<file path="src/sv/pts_pkg.sv">
// Package: types and constants of the priority thread scheduler.
package pts_pkg;
   localparam int THREAD_SLOTS = 8;
   localparam int EVENT_SLOTS  = 8;
   localparam int IDENT_BITS   = 16;
   localparam int SLOT_BITS    = $clog2(THREAD_SLOTS);
   localparam int EVT_BITS     = (EVENT_SLOTS > 1) ? $clog2(EVENT_SLOTS) : 1;
   localparam int CNT_BITS     = $clog2(THREAD_SLOTS + 1);
   localparam int ECNT_BITS    = $clog2(EVENT_SLOTS + 1);
   localparam int WALK_BITS    = $clog2(2 * THREAD_SLOTS + 1);

   typedef enum logic [2:0] {
      FUNC_TICK     = 3'd0,
      FUNC_SCHEDULE = 3'd1,
      FUNC_ADD      = 3'd2,
      FUNC_KILL_ID  = 3'd3,
      FUNC_KILL_SELF= 3'd4,
      FUNC_SLEEP    = 3'd5,
      FUNC_ADD_EVT  = 3'd6,
      FUNC_NONE     = 3'd7
   } func_type;

   typedef enum logic [1:0] {
      ST_OK         = 2'd0,
      ST_THREAD_FULL= 2'd1,
      ST_EVENT_FULL = 2'd2,
      ST_LAST_THREAD= 2'd3
   } status_type;

   typedef enum logic [2:0] {
      S_IDLE,
      S_WAKE,
      S_EVENT,
      S_EVT_OUT,
      S_WALK,
      S_KILL,
      S_RESP
   } state_type;
endpackage

</file>
<file path="src/sv/priority_thread_scheduler_top.sv">
// Top level: priority thread scheduler with sleep and periodic events.
// Takes one command word at a time over req_valid/req_ready and answers with one
// or more result words on rsp_valid/rsp_ready (last marks the final one). A small
// sequencer steps a single shared slot unit over the tables. A tick wakes due
// sleepers slot by slot, then checks the event slots in turn and sends one result
// word per fired event (the result side may stall it), then closes with a final
// word. Schedule and kill by id walk the ring node by node; kill stops at the first
// match. Other commands go from accept straight to the result state. The next
// command is taken once the final result word has left the output register.
module priority_thread_scheduler_top (
   input  logic                            clock,
   input  logic                            reset,
   input  logic                            req_valid,
   output logic                            req_ready,
   input  logic [2:0]                      req_func,
   input  logic [7:0]                      req_priority_req,
   input  logic [15:0]                     req_thread_id,
   input  logic [31:0]                     req_sleep_ticks,
   input  logic [31:0]                     req_period,
   input  logic [31:0]                     req_first_delay,
   output logic                            rsp_valid,
   input  logic                            rsp_ready,
   output logic [1:0]                      rsp_status,
   output logic                            rsp_event_fired,
   output logic [2:0]                      rsp_event_index,
   output logic                            rsp_switch_request,
   output logic                            rsp_running_valid,
   output logic [2:0]                      rsp_running_slot,
   output logic [15:0]                     rsp_running_id,
   output logic [3:0]                      rsp_thread_count,
   output logic [2:0]                      rsp_assigned_slot,
   output logic [15:0]                     rsp_assigned_id,
   output logic                            rsp_last
);
   import pts_pkg::*;

   // slot tables
   logic [THREAD_SLOTS-1:0]  alive_ff, asleep_ff;
   logic [7:0]               prio_ff  [THREAD_SLOTS];
   logic [31:0]              wake_ff  [THREAD_SLOTS];
   logic [SLOT_BITS-1:0]     next_ff  [THREAD_SLOTS];
   logic [SLOT_BITS-1:0]     prev_ff  [THREAD_SLOTS];
   logic [IDENT_BITS-1:0]    ident_ff [THREAD_SLOTS];
   logic [31:0]              eper_ff  [EVENT_SLOTS];
   logic [31:0]              edue_ff  [EVENT_SLOTS];

   logic [31:0]              time_ff;
   logic [SLOT_BITS-1:0]     cur_ff;
   logic                     curv_ff;
   logic [CNT_BITS-1:0]      live_ff;
   logic [IDENT_BITS-1:0]    idc_ff;
   logic [ECNT_BITS-1:0]     ecnt_ff;

   state_type                state_ff;
   func_type                 func_ff;
   logic [15:0]              tid_ff;
   logic [WALK_BITS-1:0]     step_ff;
   logic [SLOT_BITS-1:0]     node_ff;
   logic [8:0]               best_ff;
   logic [SLOT_BITS-1:0]     pick_ff;
   logic                     found_ff;
   logic [ECNT_BITS-1:0]     eidx_ff;

   // output register
   logic                     ovalid_ff;
   logic [1:0]               ostat_ff;
   logic                     ofired_ff, osw_ff, olast_ff;
   logic [2:0]               oeidx_ff, oaslot_ff;
   logic [15:0]              oaid_ff;

   logic accept;
   assign req_ready = (state_ff == S_IDLE) && !ovalid_ff;
   assign accept    = req_valid && req_ready;

   // lowest live and lowest free slot
   logic [SLOT_BITS-1:0] low_alive, low_free;
   logic                 any_free;
   always_comb begin
      low_alive = '0;
      low_free  = '0;
      any_free  = 1'b0;
      for (int s = THREAD_SLOTS - 1; s >= 0; s--) begin
         if (alive_ff[s]) low_alive = SLOT_BITS'(s);
         if (!alive_ff[s]) begin
            low_free = SLOT_BITS'(s);
            any_free = 1'b1;
         end
      end
   end

   logic [SLOT_BITS-1:0] walk_start;
   assign walk_start = curv_ff ? next_ff[cur_ff] : low_alive;

   logic [31:0] due_next;
   logic        evt_hit;
   logic [31:0] sum_in;
   // event adder: time + event period
   always_comb begin
      case (state_ff)
         S_EVENT: sum_in = eper_ff[eidx_ff[EVT_BITS-1:0]];
         default: sum_in = 32'd0;
      endcase
   end
   assign due_next = time_ff + sum_in;
   assign evt_hit  = time_ff >= edue_ff[eidx_ff[EVT_BITS-1:0]];

   logic node_ok;
   assign node_ok = alive_ff[node_ff] && !asleep_ff[node_ff] &&
                    ({1'b0, prio_ff[node_ff]} < best_ff);

   logic rsp_fire;
   assign rsp_fire = ovalid_ff && rsp_ready;

   always_ff @(posedge clock) begin
      if (reset) begin
         state_ff  <= S_IDLE;
         alive_ff  <= '0;
         asleep_ff <= '0;
         time_ff   <= '0;
         cur_ff    <= '0;
         curv_ff   <= 1'b1;
         live_ff   <= '0;
         idc_ff    <= '0;
         ecnt_ff   <= '0;
         ovalid_ff <= 1'b0;
      end else begin
         if (rsp_fire) ovalid_ff <= 1'b0;
         case (state_ff)
            S_IDLE: begin
               if (accept) begin
                  func_ff  <= func_type'(req_func);
                  tid_ff   <= req_thread_id;
                  step_ff  <= '0;
                  node_ff  <= walk_start;
                  best_ff  <= 9'd256;
                  found_ff <= 1'b0;
                  eidx_ff  <= '0;
                  ostat_ff <= ST_OK; ofired_ff <= 1'b0; oeidx_ff <= '0;
                  osw_ff <= 1'b0; oaslot_ff <= '0; oaid_ff <= '0; olast_ff <= 1'b1;
                  state_ff <= S_RESP;
                  case (func_type'(req_func))
                     FUNC_TICK: begin
                        time_ff  <= time_ff + 32'd1;
                        node_ff  <= '0;
                        state_ff <= S_WAKE;
                     end
                     FUNC_SCHEDULE: state_ff <= S_WALK;
                     FUNC_ADD: begin
                        if (live_ff >= CNT_BITS'(THREAD_SLOTS) || !any_free) begin
                           ostat_ff <= ST_THREAD_FULL;
                        end else begin
                           if (live_ff == '0) begin
                              next_ff[low_free] <= low_free;
                              prev_ff[low_free] <= low_free;
                           end else if (curv_ff && alive_ff[cur_ff]) begin
                              prev_ff[low_free] <= cur_ff;
                              next_ff[low_free] <= next_ff[cur_ff];
                              prev_ff[next_ff[cur_ff]] <= low_free;
                              next_ff[cur_ff] <= low_free;
                           end else begin
                              prev_ff[low_free] <= low_alive;
                              next_ff[low_free] <= next_ff[low_alive];
                              prev_ff[next_ff[low_alive]] <= low_free;
                              next_ff[low_alive] <= low_free;
                           end
                           prio_ff[low_free]  <= req_priority_req;
                           asleep_ff[low_free] <= 1'b0;
                           alive_ff[low_free] <= 1'b1;
                           ident_ff[low_free] <= idc_ff;
                           idc_ff    <= idc_ff + IDENT_BITS'(1);
                           live_ff   <= live_ff + CNT_BITS'(1);
                           oaslot_ff <= 3'(low_free);
                           oaid_ff   <= 16'(idc_ff);
                        end
                     end
                     FUNC_KILL_ID: begin
                        if (live_ff <= CNT_BITS'(1)) ostat_ff <= ST_LAST_THREAD;
                        else state_ff <= S_KILL;
                     end
                     FUNC_KILL_SELF: begin
                        if (live_ff <= CNT_BITS'(1)) ostat_ff <= ST_LAST_THREAD;
                        else if (curv_ff && alive_ff[cur_ff]) begin
                           next_ff[prev_ff[cur_ff]] <= next_ff[cur_ff];
                           prev_ff[next_ff[cur_ff]] <= prev_ff[cur_ff];
                           alive_ff[cur_ff]  <= 1'b0;
                           asleep_ff[cur_ff] <= 1'b0;
                           live_ff <= live_ff - CNT_BITS'(1);
                           osw_ff  <= 1'b1;
                        end
                     end
                     FUNC_SLEEP: begin
                        if (curv_ff) begin
                           wake_ff[cur_ff]   <= time_ff + req_sleep_ticks;
                           asleep_ff[cur_ff] <= 1'b1;
                           osw_ff <= 1'b1;
                        end
                     end
                     FUNC_ADD_EVT: begin
                        if (ecnt_ff >= ECNT_BITS'(EVENT_SLOTS)) ostat_ff <= ST_EVENT_FULL;
                        else begin
                           eper_ff[ecnt_ff[EVT_BITS-1:0]] <= req_period;
                           edue_ff[ecnt_ff[EVT_BITS-1:0]] <= time_ff + req_first_delay;
                           oaslot_ff <= 3'(ecnt_ff);
                           ecnt_ff   <= ecnt_ff + ECNT_BITS'(1);
                        end
                     end
                     default: ;
                  endcase
               end
            end
            S_WAKE: begin
               // one slot per cycle
               if (alive_ff[node_ff] && asleep_ff[node_ff] && wake_ff[node_ff] <= time_ff)
                  asleep_ff[node_ff] <= 1'b0;
               node_ff <= node_ff + SLOT_BITS'(1);
               if (node_ff == SLOT_BITS'(THREAD_SLOTS - 1)) state_ff <= S_EVENT;
            end
            S_EVENT: begin
               if (eidx_ff >= ecnt_ff) begin
                  osw_ff <= 1'b1; olast_ff <= 1'b1;
                  state_ff <= S_RESP;
               end else if (evt_hit) begin
                  edue_ff[eidx_ff[EVT_BITS-1:0]] <= due_next;
                  ofired_ff <= 1'b1; olast_ff <= 1'b0;
                  oeidx_ff  <= 3'(eidx_ff);
                  state_ff  <= S_EVT_OUT;
               end else begin
                  eidx_ff <= eidx_ff + ECNT_BITS'(1);
               end
            end
            S_EVT_OUT: begin
               if (!ovalid_ff) begin
                  ovalid_ff <= 1'b1;
                  state_ff  <= S_EVT_OUT;
               end
               if (rsp_fire) begin
                  ofired_ff <= 1'b0; oeidx_ff <= '0;
                  eidx_ff  <= eidx_ff + ECNT_BITS'(1);
                  state_ff <= S_EVENT;
               end
            end
            S_WALK: begin
               if (node_ok) begin
                  best_ff <= {1'b0, prio_ff[node_ff]};
                  pick_ff <= node_ff;
                  found_ff <= 1'b1;
               end
               node_ff <= next_ff[node_ff];
               step_ff <= step_ff + WALK_BITS'(1);
               if (step_ff == WALK_BITS'(2 * THREAD_SLOTS - 1)) state_ff <= S_RESP;
            end
            S_KILL: begin
               if (alive_ff[node_ff] && ident_ff[node_ff] == IDENT_BITS'(tid_ff)) begin
                  next_ff[prev_ff[node_ff]] <= next_ff[node_ff];
                  prev_ff[next_ff[node_ff]] <= prev_ff[node_ff];
                  alive_ff[node_ff]  <= 1'b0;
                  asleep_ff[node_ff] <= 1'b0;
                  live_ff  <= live_ff - CNT_BITS'(1);
                  state_ff <= S_RESP;
               end else begin
                  node_ff <= next_ff[node_ff];
                  step_ff <= step_ff + WALK_BITS'(1);
                  if (step_ff == WALK_BITS'(2 * THREAD_SLOTS - 1)) state_ff <= S_RESP;
               end
            end
            S_RESP: begin
               // schedule commits its pick here
               if (func_ff == FUNC_SCHEDULE) begin
                  curv_ff <= found_ff;
                  if (found_ff) cur_ff <= pick_ff;
               end
               ovalid_ff <= 1'b1;
               state_ff  <= S_IDLE;
            end
            default: state_ff <= S_IDLE;
         endcase
      end
   end

   assign rsp_valid          = ovalid_ff && (state_ff == S_IDLE || state_ff == S_EVT_OUT);
   assign rsp_status         = ostat_ff;
   assign rsp_event_fired    = ofired_ff;
   assign rsp_event_index    = oeidx_ff;
   assign rsp_switch_request = osw_ff;
   assign rsp_running_valid  = curv_ff;
   assign rsp_running_slot   = 3'(cur_ff);
   assign rsp_running_id     = curv_ff ? 16'(ident_ff[cur_ff]) : 16'd0;
   assign rsp_thread_count   = 4'(live_ff);
   assign rsp_assigned_slot  = oaslot_ff;
   assign rsp_assigned_id    = oaid_ff;
   assign rsp_last           = olast_ff;

   assert property (@(posedge clock) disable iff (reset)
      req_ready |-> !rsp_valid)
      else $error("command taken while result pending");
   assert property (@(posedge clock) disable iff (reset)
      live_ff <= CNT_BITS'(THREAD_SLOTS))
      else $error("live count overflow");
   assert property (@(posedge clock) disable iff (reset)
      (rsp_valid && rsp_event_fired) |-> !rsp_last)
      else $error("event word marked last");
endmodule

</file>
<file path="config.mk">
export PLATFORM = sky130hd
export DESIGN_NAME = priority_thread_scheduler_top
export DESIGN_NICKNAME = d
export VERILOG_FILES = /design/src/sv/pts_pkg.sv /design/src/sv/priority_thread_scheduler_top.sv
export SDC_FILE = /design/constraint.sdc
export NUM_CORES = 2
export LEC_CHECK = 0
export BUFFER_PORTS_ARGS = -buffer_cell sky130_fd_sc_hd__buf_2
export CORE_UTILIZATION = 35
export CTS_BUF_LIST = sky130_fd_sc_hd__clkbuf_4 sky130_fd_sc_hd__clkbuf_8 sky130_fd_sc_hd__clkbuf_16
export DETAILED_ROUTE_END_ITERATION = 10
export SLEW_MARGIN = 20
export SYNTH_ARGS = -nofsm -noshare
export SYNTH_HDL_FRONTEND = slang
export SYNTH_SLANG_ARGS = --single-unit
</file>
<file path="constraint.sdc">
create_clock -name clock -period 13.6 [get_ports clock]
set_input_delay 1.36 -clock clock [delete_from_list [all_inputs] [get_ports clock]]
set_output_delay 1.36 -clock clock [all_outputs]
set_load 0.02 [all_outputs]
</file>
==> impl_results.md <==
- Status: finished clean
- CP Cell Sequence: buf_4, buf_4, mux4_2, mux2i_1, ha_1, a21o_1, a21oi_1, nor3_1, a2111oi_0, and4b_1, or2_2, buf_4, o31ai_1, ha_1, fa_1, a21o_1, nand4_1, nand3_1, a31o_2, a211oi_1, o31ai_1, a21oi_1, nor4_1, nor3_1
- Die footprint: ~160000 um2
- Max stage delay on crit path: 0.77 ns
- Yosys Warn Count: 0
- Fin cells: between 5000 and 6000
- # Post-CTS Setup Buffers: 0
- Placed cells: between 5000 and 6000
- Slowest CP cell: dfxtp_4
- Critical path buffer and inverter count: 3
- Clk_skew: just over 0.05 ns
- Port Buffers: 179
- DR vias/cell: 5.41
- Fillcell total: ~14000
- Unique masters post-synth: 84
- Sink Count: roughly 1200
- Ports: between 150 and 200
- Number of synthesized flops with an enable pin: about 1100
- Total grt overflow: 0
- FMAX: roughly 110 MHz
- Die width: approximately 400 um
- PostCTS Resize Cnt: 0
- Final instance area: 61600 um2
- Fraction of synthesis flops using an asynchronous set or reset pin: 0
- Initial antenna violation count: 27
- VDD IR-drop max: between 0.1 and 0.15 mV
- CTS tree: done
- Commonest non-fill, non-tap cell in the layout: edfxtp_1
- CTS Buf Count: between 100 and 150
- Post-CTS Hold Fix Bufs: 0
- Minimum clock period: just under 9 ns
- Initial DRT Pass Iterations: 5
- Syn Inst Count: roughly 3400
- DRC violations left: 0
- Pin count of the biggest net entering global routing: 87
- Worst Path Arrival: 9.36 ns
- Register bit total from synthesis: ~1200
- Clock Latency Late Sink: 0.77 ns
- DIE HEIGHT: about 390 um
- 1st-iter DRT viols: between 2000 and 3000
- CTS root buffer: clkbuf_16
- Period Utilization, post-route: 0.656
- Reg clk slew, reported paths: 0.06 ns
- Routability cong.: 0.857
- Ys flop type: edfxtp_1
- Crit. End Element: register
- Routed Antenna Nets: 0
- Commonest cells after routing, fill and taps aside: edfxtp_1, mux4_2, nor2_1, buf_2, mux2i_1
- RSZ-0062 raised after global routing: no
- Clk buf depth: 3
- DP HPWL: 87.1 mm
- Post-synthesis sequential area ratio: 0.635
- DR WL/cell: roughly 24 um
- CP dominant cell by count: buf_4
- Synth-to-layout area growth: 14.5%
- Final Max Tran Viols: 0
- Critical Path Source Type: register
- First-pass GRT wire length: between 200 and 250 mm
- Slew HR: 0.229
- Routed vias: between 30000 and 40000
- Rows: 143
- Worst-Margin Slew: 1.15 ns
- Finished Core Util: 0.405
- Final hold vios: 0
- Tot GR Track Use: 0.175
- Vias in the first global route: 31200
- Layout Nets: ~3800
- Core area: between 150000 and 200000 um2
- Leakage: approximately 21 nW
- CP top delay family: compound AO/OA/AOI/OAI gates
- DP Area: 57400 um2
- CP Class: reg -> reg
- Max cap viols: 0
- Post-Syn Area: about 54000 um2
- Maximum fanout along the worst path: 66
- Post-Route Setup TNS: 0 ns
- Tot Pwr: slightly above 10 mW
- HP Class: reg -> reg
- Layout cell share with drive strength beyond 1: 0.244
- Syn_nets: 3647
- Post-detailed-routing wire length: approximately 140 mm
- Starting density of the core: 0.353
- Min-delay src: asleep_ff[6]
- WP data required: about 14 ns
- Mean post-synth cell area: between 15 and 20 um2
- Power density over the cells: between 150 and 200 nW/um2
- H-Tree Depth: 3
- Count of final setup violators: 0
worst min-delay path, stage by stage, from the launching register on:
cell	delay [ns]
dfxtp_1	0.33
nor2_1	0.10
a311oi_1	0.05
sequential cells by signal, summed over array words and instances, names as in the netlist, 5 cells and up, named ones only:
name             count
prio_ff             64
asleep_ff            8
edue_ff            256
step_ff              5
next_ff             24
idc_ff              16
time_ff             32
prev_ff             24
ident_ff           128
rsp_assigned_id     16
eper_ff            256
best_ff              9
alive_ff             8
wake_ff            256
tid_ff              16
cell usage after synthesis, types with 76 or more instances:
| cell type | count | area share |
|---|---|---|
| edfxtp_1 | 1079 | 0.60 |
| mux4_2 | 299 | 0.13 |
| nor2_1 | 197 | 0.014 |
| mux2i_1 | 172 | 0.032 |
| nand2_1 | 161 | 0.011 |
| ha_1 | 149 | 0.035 |
| a21oi_1 | 114 | 0.011 |
| clkbuf_1 | 109 | 0.0076 |
| dfxtp_1 | 89 | 0.033 |
| xnor2_1 | 86 | 0.014 |
| inv_1 | 76 | 0.0053 |
| o21ai_0 | 76 | 0.0071 |
cell families (layout without fill, tap and decap cells):
group | after synthesis | count (layout) | share of synthesized area
AND/OR/NAND/NOR | 695 | 695 | 0.0653
AO/OA/AOI/OAI | 460 | 460 | 0.0561
adder cells (fa/ha/maj) | 151 | 151 | 0.0354
XOR/XNOR | 122 | 122 | 0.0199
other | 0 | 3 | 0
multiplexers | 534 | 534 | 0.171
flip-flops | 1168 | 1168 | 0.635
buffers and inverters | 239 | 546 | 0.0175
stage by stage:
step | worst slack, ns | hold slack (ns)
after floorplan | 6.44 | 0.455
after global placement | 4.88 | 0.499
after detailed placement | 4.69 | 0.515
after CTS | 4.68 | 0.524
after global routing | 3.81 | 0.541
final | 4.68 | 0.523
worst paths after layout:
check | cells after the start | endpoint | slack [ns]
worst min register to register | 2 | asleep_ff[6] | 0.52
worst min-delay path | 2 | asleep_ff[6] | 0.52
worst max-delay path | 24 | edue_ff[6][28] | 4.68
worst max register to register | 24 | edue_ff[6][28] | 4.68
cell type report:
cell class,instances,area (um2),area share
timing repair buffer,241,1380,0.0223
tap,2030,2540,0.0412
clock inverter,91,1070,0.0174
multi-input combinational,1962,19000,0.308
antenna,3,7.51,0.000122
inverter,76,285,0.00463
clock buffer,138,3180,0.0516
sequential,1168,34200,0.555
routing by layer:
layer  up-vias  wire length (um)  global-route usage
met1     15800             59300               0.238
met5         -               175                   0
met3       216              9760              0.0403
met2       995             63700               0.278
li1      13800                 -                   -
met4        28              3520              0.0490
report_power, final:
| part | switching (mW) | internal, mW |
|---|---|---|
| combinational | 1.20 | 1.15 |
| clock | 1.46 | 2.03 |
| sequential | 0.251 | 4.01 |
(Power assumes the default switching activity.)
